===== src/rtl/huffman_tree_decoder_macros.svh =====
// assertion macros for the huffman tree decoder
`ifndef HUFFMAN_TREE_DECODER_MACROS_SVH
`define HUFFMAN_TREE_DECODER_MACROS_SVH

`ifndef ASSERT_OFF

// property that must hold at every clock edge out of reset
`define HTD_ASSERT_ALWAYS(lbl, prop) \
	lbl: assert property (@(posedge clk) disable iff (!arst_n) (prop)) \
		else $error("htd assertion failed");

// consequent must hold in the cycle after the antecedent
`define HTD_ASSERT_NEXT(lbl, ante, cons) \
	lbl: assert property (@(posedge clk) disable iff (!arst_n) (ante) |=> (cons)) \
		else $error("htd assertion failed");

`else

`define HTD_ASSERT_ALWAYS(lbl, prop)
`define HTD_ASSERT_NEXT(lbl, ante, cons)

`endif

`endif


===== src/rtl/htd_pkg.sv =====
// types, constants and codes shared by the huffman tree decoder
`timescale 1ns / 1ps
`default_nettype none

package htd_pkg;

	localparam int NODE_COUNT   = 512;
	localparam int MAX_CODE_LEN = 16;

	localparam int NODE_W   = $clog2(NODE_COUNT);
	localparam int CNT_W    = $clog2(NODE_COUNT + 1);
	localparam int KLEN_W   = $clog2(MAX_CODE_LEN + 1);
	localparam int SYM_W    = 8;
	localparam int CODE_W   = 16;
	localparam int LEN_W    = 5;
	localparam int STATUS_W = 3;

	localparam logic KIND_INSERT = 1'b0;
	localparam logic KIND_DECODE = 1'b1;

	localparam logic [STATUS_W-1:0] STAT_BIT      = 3'd0;
	localparam logic [STATUS_W-1:0] STAT_SYMBOL   = 3'd1;
	localparam logic [STATUS_W-1:0] STAT_INSERTED = 3'd2;
	localparam logic [STATUS_W-1:0] STAT_FULL     = 3'd3;
	localparam logic [STATUS_W-1:0] STAT_ABSENT   = 3'd4;

	typedef struct packed {
		logic              kind;
		logic [SYM_W-1:0]  symbol;
		logic [CODE_W-1:0] code_bits;
		logic [LEN_W-1:0]  code_len;
		logic              message_bit;
	} item_t;

	typedef struct packed {
		logic [STATUS_W-1:0] status;
		logic [SYM_W-1:0]    decoded_symbol;
	} result_t;

	// read and write request to the node store
	typedef struct packed {
		logic [NODE_W-1:0] rd_addr;
		logic [NODE_W-1:0] wr_addr;
		logic              left_we;
		logic              right_we;
		logic [NODE_W-1:0] link_data;
		logic              sym_we;
		logic [SYM_W-1:0]  sym_data;
	} store_req_t;

	// node contents, in the cycle after the read address
	typedef struct packed {
		logic [NODE_W-1:0] left;
		logic [NODE_W-1:0] right;
		logic [SYM_W-1:0]  sym;
	} node_rd_t;

	typedef struct packed {
		logic    valid;
		result_t res;
	} fin_t;

endpackage

`default_nettype wire


===== src/rtl/htd_ctrl.sv =====
// sequencer that walks the tree for inserts and steps the cursor for decodes
`timescale 1ns / 1ps
`default_nettype none
`include "huffman_tree_decoder_macros.svh"

module htd_ctrl (
	input  wire logic                clk,
	input  wire logic                arst_n,
	input  wire htd_pkg::item_t      item,
	input  wire logic                take,
	input  wire logic                out_free,
	input  wire htd_pkg::node_rd_t   rd,
	output htd_pkg::store_req_t      req,
	output htd_pkg::fin_t            fin,
	output logic                     idle
);

	localparam logic [2:0] S_IDLE   = 3'd0;
	localparam logic [2:0] S_WALK   = 3'd1;
	localparam logic [2:0] S_CHK    = 3'd2;
	localparam logic [2:0] S_INIT   = 3'd3;
	localparam logic [2:0] S_WSYM   = 3'd4;
	localparam logic [2:0] S_DCHILD = 3'd5;
	localparam logic [2:0] S_DLEAF  = 3'd6;
	localparam logic [2:0] S_DONE   = 3'd7;

	localparam int POS_W = $clog2(htd_pkg::CODE_W);

	logic [2:0]                 state_q, state_d;
	logic [htd_pkg::NODE_W-1:0] p_q, p_d;
	logic [htd_pkg::NODE_W-1:0] c_q, c_d;
	logic [htd_pkg::NODE_W-1:0] cursor_q, cursor_d;
	logic [htd_pkg::CNT_W-1:0]  used_q, used_d;
	logic [htd_pkg::KLEN_W-1:0] k_q, k_d;
	logic [htd_pkg::CODE_W-1:0] code_q;
	logic [htd_pkg::SYM_W-1:0]  sym_q;
	logic                       bit_q;
	htd_pkg::result_t           res_q, res_d;

	logic [htd_pkg::KLEN_W-1:0] len_clamp;
	logic [htd_pkg::NODE_W-1:0] new_node;
	logic [htd_pkg::NODE_W-1:0] child;
	logic                       cbit;
	logic                       done;
	htd_pkg::result_t           res_now;

	// code bit for k remaining bits; positions past the field read as zero
	function automatic logic pick_bit(input logic [htd_pkg::CODE_W-1:0] code,
			input logic [htd_pkg::KLEN_W-1:0] k);
		logic [31:0] pos;
		pos = 32'(k) - 32'd1;
		return (pos < htd_pkg::CODE_W) ? code[pos[POS_W-1:0]] : 1'b0;
	endfunction

	assign len_clamp = (item.code_len > htd_pkg::LEN_W'(htd_pkg::MAX_CODE_LEN)) ?
		htd_pkg::KLEN_W'(htd_pkg::MAX_CODE_LEN) : htd_pkg::KLEN_W'(item.code_len);
	assign new_node = used_q[htd_pkg::NODE_W-1:0];
	assign cbit     = pick_bit(code_q, k_q);
	assign idle     = (state_q == S_IDLE);

	always_comb begin
		state_d  = state_q;
		p_d      = p_q;
		c_d      = c_q;
		k_d      = k_q;
		cursor_d = cursor_q;
		used_d   = used_q;
		res_d    = res_q;
		req      = '0;
		req.rd_addr = p_q;
		fin      = '0;
		done     = 1'b0;
		res_now  = '0;
		child    = '0;
		case (state_q)
			S_IDLE: begin
				req.rd_addr = cursor_q;
				if (take) begin
					if (item.kind == htd_pkg::KIND_INSERT) begin
						p_d     = '0;
						k_d     = len_clamp;
						state_d = (len_clamp == '0) ? S_WSYM : S_WALK;
					end else begin
						state_d = S_DCHILD;
					end
				end
			end
			S_WALK: begin
				state_d = S_CHK;
			end
			S_CHK: begin
				child = cbit ? rd.right : rd.left;
				if (child != '0) begin
					p_d = child;
					if (k_q == htd_pkg::KLEN_W'(1)) begin
						req.wr_addr  = child;
						req.sym_we   = 1'b1;
						req.sym_data = sym_q;
						done            = 1'b1;
						res_now.status  = htd_pkg::STAT_INSERTED;
					end else begin
						k_d     = htd_pkg::KLEN_W'(k_q - 1'b1);
						state_d = S_WALK;
					end
				end else if (used_q == htd_pkg::CNT_W'(htd_pkg::NODE_COUNT)) begin
					done           = 1'b1;
					res_now.status = htd_pkg::STAT_FULL;
				end else begin
					// hang a fresh node under the parent, clear it next cycle
					req.wr_addr   = p_q;
					req.left_we   = !cbit;
					req.right_we  = cbit;
					req.link_data = new_node;
					p_d     = new_node;
					used_d  = htd_pkg::CNT_W'(used_q + 1'b1);
					state_d = S_INIT;
				end
			end
			S_INIT: begin
				req.wr_addr   = p_q;
				req.left_we   = 1'b1;
				req.right_we  = 1'b1;
				req.link_data = '0;
				req.sym_we    = 1'b1;
				if (k_q == htd_pkg::KLEN_W'(1)) begin
					req.sym_data   = sym_q;
					done           = 1'b1;
					res_now.status = htd_pkg::STAT_INSERTED;
				end else begin
					req.sym_data = '0;
					k_d     = htd_pkg::KLEN_W'(k_q - 1'b1);
					state_d = S_WALK;
				end
			end
			S_WSYM: begin
				req.wr_addr    = p_q;
				req.sym_we     = 1'b1;
				req.sym_data   = sym_q;
				done           = 1'b1;
				res_now.status = htd_pkg::STAT_INSERTED;
			end
			S_DCHILD: begin
				child = bit_q ? rd.right : rd.left;
				if (child == '0) begin
					cursor_d       = '0;
					done           = 1'b1;
					res_now.status = htd_pkg::STAT_ABSENT;
				end else begin
					c_d         = child;
					req.rd_addr = child;
					state_d     = S_DLEAF;
				end
			end
			S_DLEAF: begin
				done = 1'b1;
				if (rd.left == '0 && rd.right == '0) begin
					cursor_d               = '0;
					res_now.status         = htd_pkg::STAT_SYMBOL;
					res_now.decoded_symbol = rd.sym;
				end else begin
					cursor_d       = c_q;
					res_now.status = htd_pkg::STAT_BIT;
				end
			end
			S_DONE: begin
				fin.valid = 1'b1;
				fin.res   = res_q;
				if (out_free) begin
					state_d = S_IDLE;
				end
			end
			default: begin
				state_d = S_IDLE;
			end
		endcase
		// hand the result over now, or park it while the output is held
		if (done) begin
			fin.valid = 1'b1;
			fin.res   = res_now;
			if (out_free) begin
				state_d = S_IDLE;
			end else begin
				res_d   = res_now;
				state_d = S_DONE;
			end
		end
	end

	always_ff @(posedge clk or negedge arst_n) begin
		if (!arst_n) begin
			state_q  <= S_IDLE;
			cursor_q <= '0;
			used_q   <= htd_pkg::CNT_W'(1);
		end else begin
			state_q  <= state_d;
			cursor_q <= cursor_d;
			used_q   <= used_d;
		end
	end

	always_ff @(posedge clk) begin
		p_q   <= p_d;
		c_q   <= c_d;
		k_q   <= k_d;
		res_q <= res_d;
		if (take) begin
			code_q <= item.code_bits;
			sym_q  <= item.symbol;
			bit_q  <= item.message_bit;
		end
	end

	`HTD_ASSERT_ALWAYS(a_used_range,
		used_q != '0 && used_q <= htd_pkg::CNT_W'(htd_pkg::NODE_COUNT))
	`HTD_ASSERT_NEXT(a_used_step, 1'b1,
		used_q == $past(used_q) || used_q == htd_pkg::CNT_W'($past(used_q) + 1'b1))
	`HTD_ASSERT_ALWAYS(a_fin_busy, !fin.valid || state_q != S_IDLE)

endmodule

`default_nettype wire


===== config.mk =====
export PLATFORM = sky130hd
export DESIGN_NAME = htd_ctrl
export DESIGN_NICKNAME = d
export VERILOG_FILES = /design/src/rtl/htd_pkg.sv /design/src/rtl/htd_ctrl.sv
export VERILOG_INCLUDE_DIRS = /design/src /design/src/rtl
export SDC_FILE = /design/constraint.sdc
export NUM_CORES = 1
export LEC_CHECK = 0
export ABC_AREA = 0
export BUFFER_PORTS_ARGS = -buffer_cell sky130_fd_sc_hd__buf_2
export CORE_AREA = 3 3 98 100
export CTS_BUF_LIST = sky130_fd_sc_hd__clkbuf_16
export CTS_CLUSTER_SIZE = 10
export DETAILED_ROUTE_END_ITERATION = 10
export DIE_AREA = 0 0 101 103
export PLACE_DENSITY = 0.74
export SETUP_SLACK_MARGIN = 0.3
export SYNTH_ARGS = -nofsm -noshare
export SYNTH_HDL_FRONTEND = slang
export SYNTH_SLANG_ARGS = --single-unit

===== constraint.sdc =====
create_clock -name clk -period 4.8 [get_ports clk]
set_clock_uncertainty 0.2 [all_clocks]
set_input_delay 0.48 -clock clk [delete_from_list [all_inputs] [get_ports clk]]
set_output_delay 0.48 -clock clk [all_outputs]
set_load 0.03 [all_outputs]

==> results_dict.tcl <==
set metrics [dict create \
    hold_viol_final 0 \
    hold_path_end "sym_q[3]" \
    final_layout_size_suffix_gt1_share_pct 31.6 \
    min_period_ps 4150 \
    grt_pass1_wl_mm 17.4 \
    rows 34 \
    syn_nets 443 \
    crit_required_ps 4120 \
    clock-sinks 81 \
    hp-class "in2reg" \
    slew_headroom_pct 17.7 \
    tns_ps 0 \
    hpwl_mm 8.29 \
    die_w_um 101 \
    ctsResizeCount 0 \
    ff2ff_path_depth 9 \
    min-delay-start "item[25]" \
    seq_area_frac_synth_pct 53.5 \
    finalMaxSlewViolations 0 \
    critPathCaptureType "output pin" \
    cp.depth 10 \
    path_delay_family "multiplexers" \
    syn_to_final_growth_pct 22.7 \
    setup_viol 0 \
    post-place-ws_ps 794 \
    yosys.area.top_type "edfxtp_1" \
    hold_path_depth 1 \
    port_buffers 111 \
    antenna_cells 0 \
    wirelength_mm 11.1 \
    place_area_um2 4970 \
    synth-async-reset-ratio_pct 27.2 \
    fp.dieH_um 103 \
    antenna_found_initial 0 \
    io_pins 112 \
    synth-edff-count 59 \
    nNetsFinal 553 \
    critPathBufInv 2 \
    crit_path_max_incr_delay_ps 440 \
    synthTopCellsByArea "edfxtp_1 (41%), dfrtp_1 (12%), and2_1 (3.3%)" \
    drcViolationCount 0 \
    drt-initial-drc-count 273 \
    critPathLaunchType "flip-flop" \
    htreeDepth 3 \
    worstSkewPairLatency_ps 340 \
    vias_per_cell 5.91 \
    status "completed" \
    clock_path_buffers 2 \
    start_util_pct 49.5 \
    overflow 0 \
    fp.coreArea_um2 8760 \
    synth_commonest_cells "edfxtp_1 (59), nand2_1 (29), and2_1 (23)" \
    ys.warnings.count 0 \
    worst_pin_slew_ps 1230 \
    synth_seq_cells 81 \
    dieArea_um2 10400 \
    cp_cell_sequence "inv_1 -> ha_1 -> xnor2_1 -> mux2_2 -> o21ai_2 -> and2_1 -> mux2_2 -> o21ai_2 -> and2_1 -> buf_2" \
    critPathSlowestCell "edfxtp_1" \
    cap_violations 0 \
    rr_startpoint "k_q[0]" \
    netlist_instances 378 \
    fmax_ghz 0.241 \
    powerDensity_nw_per_um2 604 \
    gp_congestion 0.869 \
    regToRegSetupSlack_ps 860 \
    cts-buffers-inserted 9 \
    clk_pin_slew_ps 70 \
    fillers 718 \
    ant_nets 0 \
    p_leak_nw 2.37 \
    root_buffer "clkbuf_16" \
    dr.pass1.iters 5 \
    grt_pass1_vias 3433 \
    rsz0062_at_grt "false" \
    setup.worst_path.class "reg2out" \
    r2r-end "res_q[2]" \
    synthFlopType "edfxtp_1" \
    synth_top_cell_area_share_pct 40.8 \
    grt_usage_pct 21.8 \
    fin_area_um2 5330 \
    dr_total_vias 3550 \
    grt_max_degree 29 \
    wl_per_cell_um 18.5 \
    worst-path-max-fanout 9 \
    ys_types 52 \
    synthMostInstantiatedCell "edfxtp_1" \
    finish.utilization_pct 60.8 \
    vdd_drop_max_mv 0.231 \
    critPathArrivalTime_ps 3470 \
    cts_tree "built" \
    fin_crit_sh_pct 86.5 \
    syn-cell-area_um2 4340 \
    setup_ws_ps 648 \
    synth_area_per_cell_um2 11.5 \
]
-- routing by layer --
metal | GRT usage [%] | vias to the layer above | wire length, um
met3 | 5.21 | 25 | 883
li1 | - | 1649 | -
met2 | 35.5 | 170 | 5400
met5 | 0 | - | 0
met4 | 7.46 | 0 | 176
met1 | 28.7 | 1706 | 4680
-- area by class of cell --
class | instances | area [um^2] | area share (%)
Clock buffer | 9 | 225 | 4.23
Timing Repair Buffer | 117 | 603 | 11.3
Tap cell | 108 | 135 | 2.54
Inverter | 7 | 26.3 | 0.493
Multi-Input combinational cell | 272 | 1910 | 35.8
Clock inverter | 7 | 108 | 2.02
Sequential cell | 81 | 2320 | 43.6
-- cells by family (layout without fill, tap and decap cells) --
kind of cell             after synthesis  after routing  share of synthesized area [%]
AND/OR/NAND/NOR                      141            141                           17.7
AO/OA/AOI/OAI                         85             85                           14.0
flip-flops                            81             81                           53.5
multiplexers                          30             30                           8.65
buffers and inverters                 25            140                           2.54
XOR/XNOR                              12             12                           2.42
adder cells (fa/ha/maj)                4              4                           1.15
-- through the flow --
stage               instances  power [mW]  hold slack [ps]
global route              601        3.38             96.6
detailed placement        582        2.44              250
global placement          582        2.40              244
floorplan                 378        2.08            -15.6
finish                    601        3.22              114
CTS                       599        3.21              104
-- state kept, by name (all words and copies together) (netlist names) --
name      count
bit_q         1
c_q           9
code_q       16
cursor_q      9
k_q           5
p_q           9
res_q        11
state_q       3
sym_q         8
used_q       10
-- report_power, final --
part,switching [mW],leakage [nW],internal [mW],total [mW]
sequential,0.143,0.845,0.932,1.08
combinational,0.879,1.37,0.503,1.38
clock,0.292,0.160,0.466,0.758
-- worst max path at each step --
stage          startpoint        to
6_report           k_q[0]    req[4]
5_1_grt            k_q[0]    req[3]
4_1_cts            k_q[0]    req[4]
3_5_place_dp       k_q[0]  res_q[6]
3_3_place_gp       k_q[0]  res_q[0]
2_1_floorplan      k_q[0]    fin[9]
-- cells in the final DEF (no fill, tap or decap), types with 3 or more instances in the layout --
cell	instances
a21o_1	14
a21oi_1	14
a221o_1	9
a22o_1	9
a31oi_1	3
and2_1	23
and3_1	15
buf_2	111
buf_4	5
clkbuf_16	9
dfrtp_1	21
edfxtp_1	59
ha_1	4
inv_1	7
mux2_2	11
mux2i_1	12
mux4_2	4
nand2_1	29
nand2b_1	3
nand3_1	8
nand3b_1	7
nand4_1	5
nor2_1	22
nor2b_1	6
nor3_1	7
nor4_1	6
o21ai_0	12
o21ai_1	4
o2bb2ai_1	10
xnor2_1	6
xor2_1	6
-- what timing repair did --
| action | in CTS | in global routing |
|---|---|---|
| setup buffers | 0 | 2 |
| setup endpoints to repair | 0 | 8 |
| hold buffers | 1 | 0 |
| hold endpoints to repair | 21 | 0 |
Note: power is estimated with default switching activity, not from simulation.
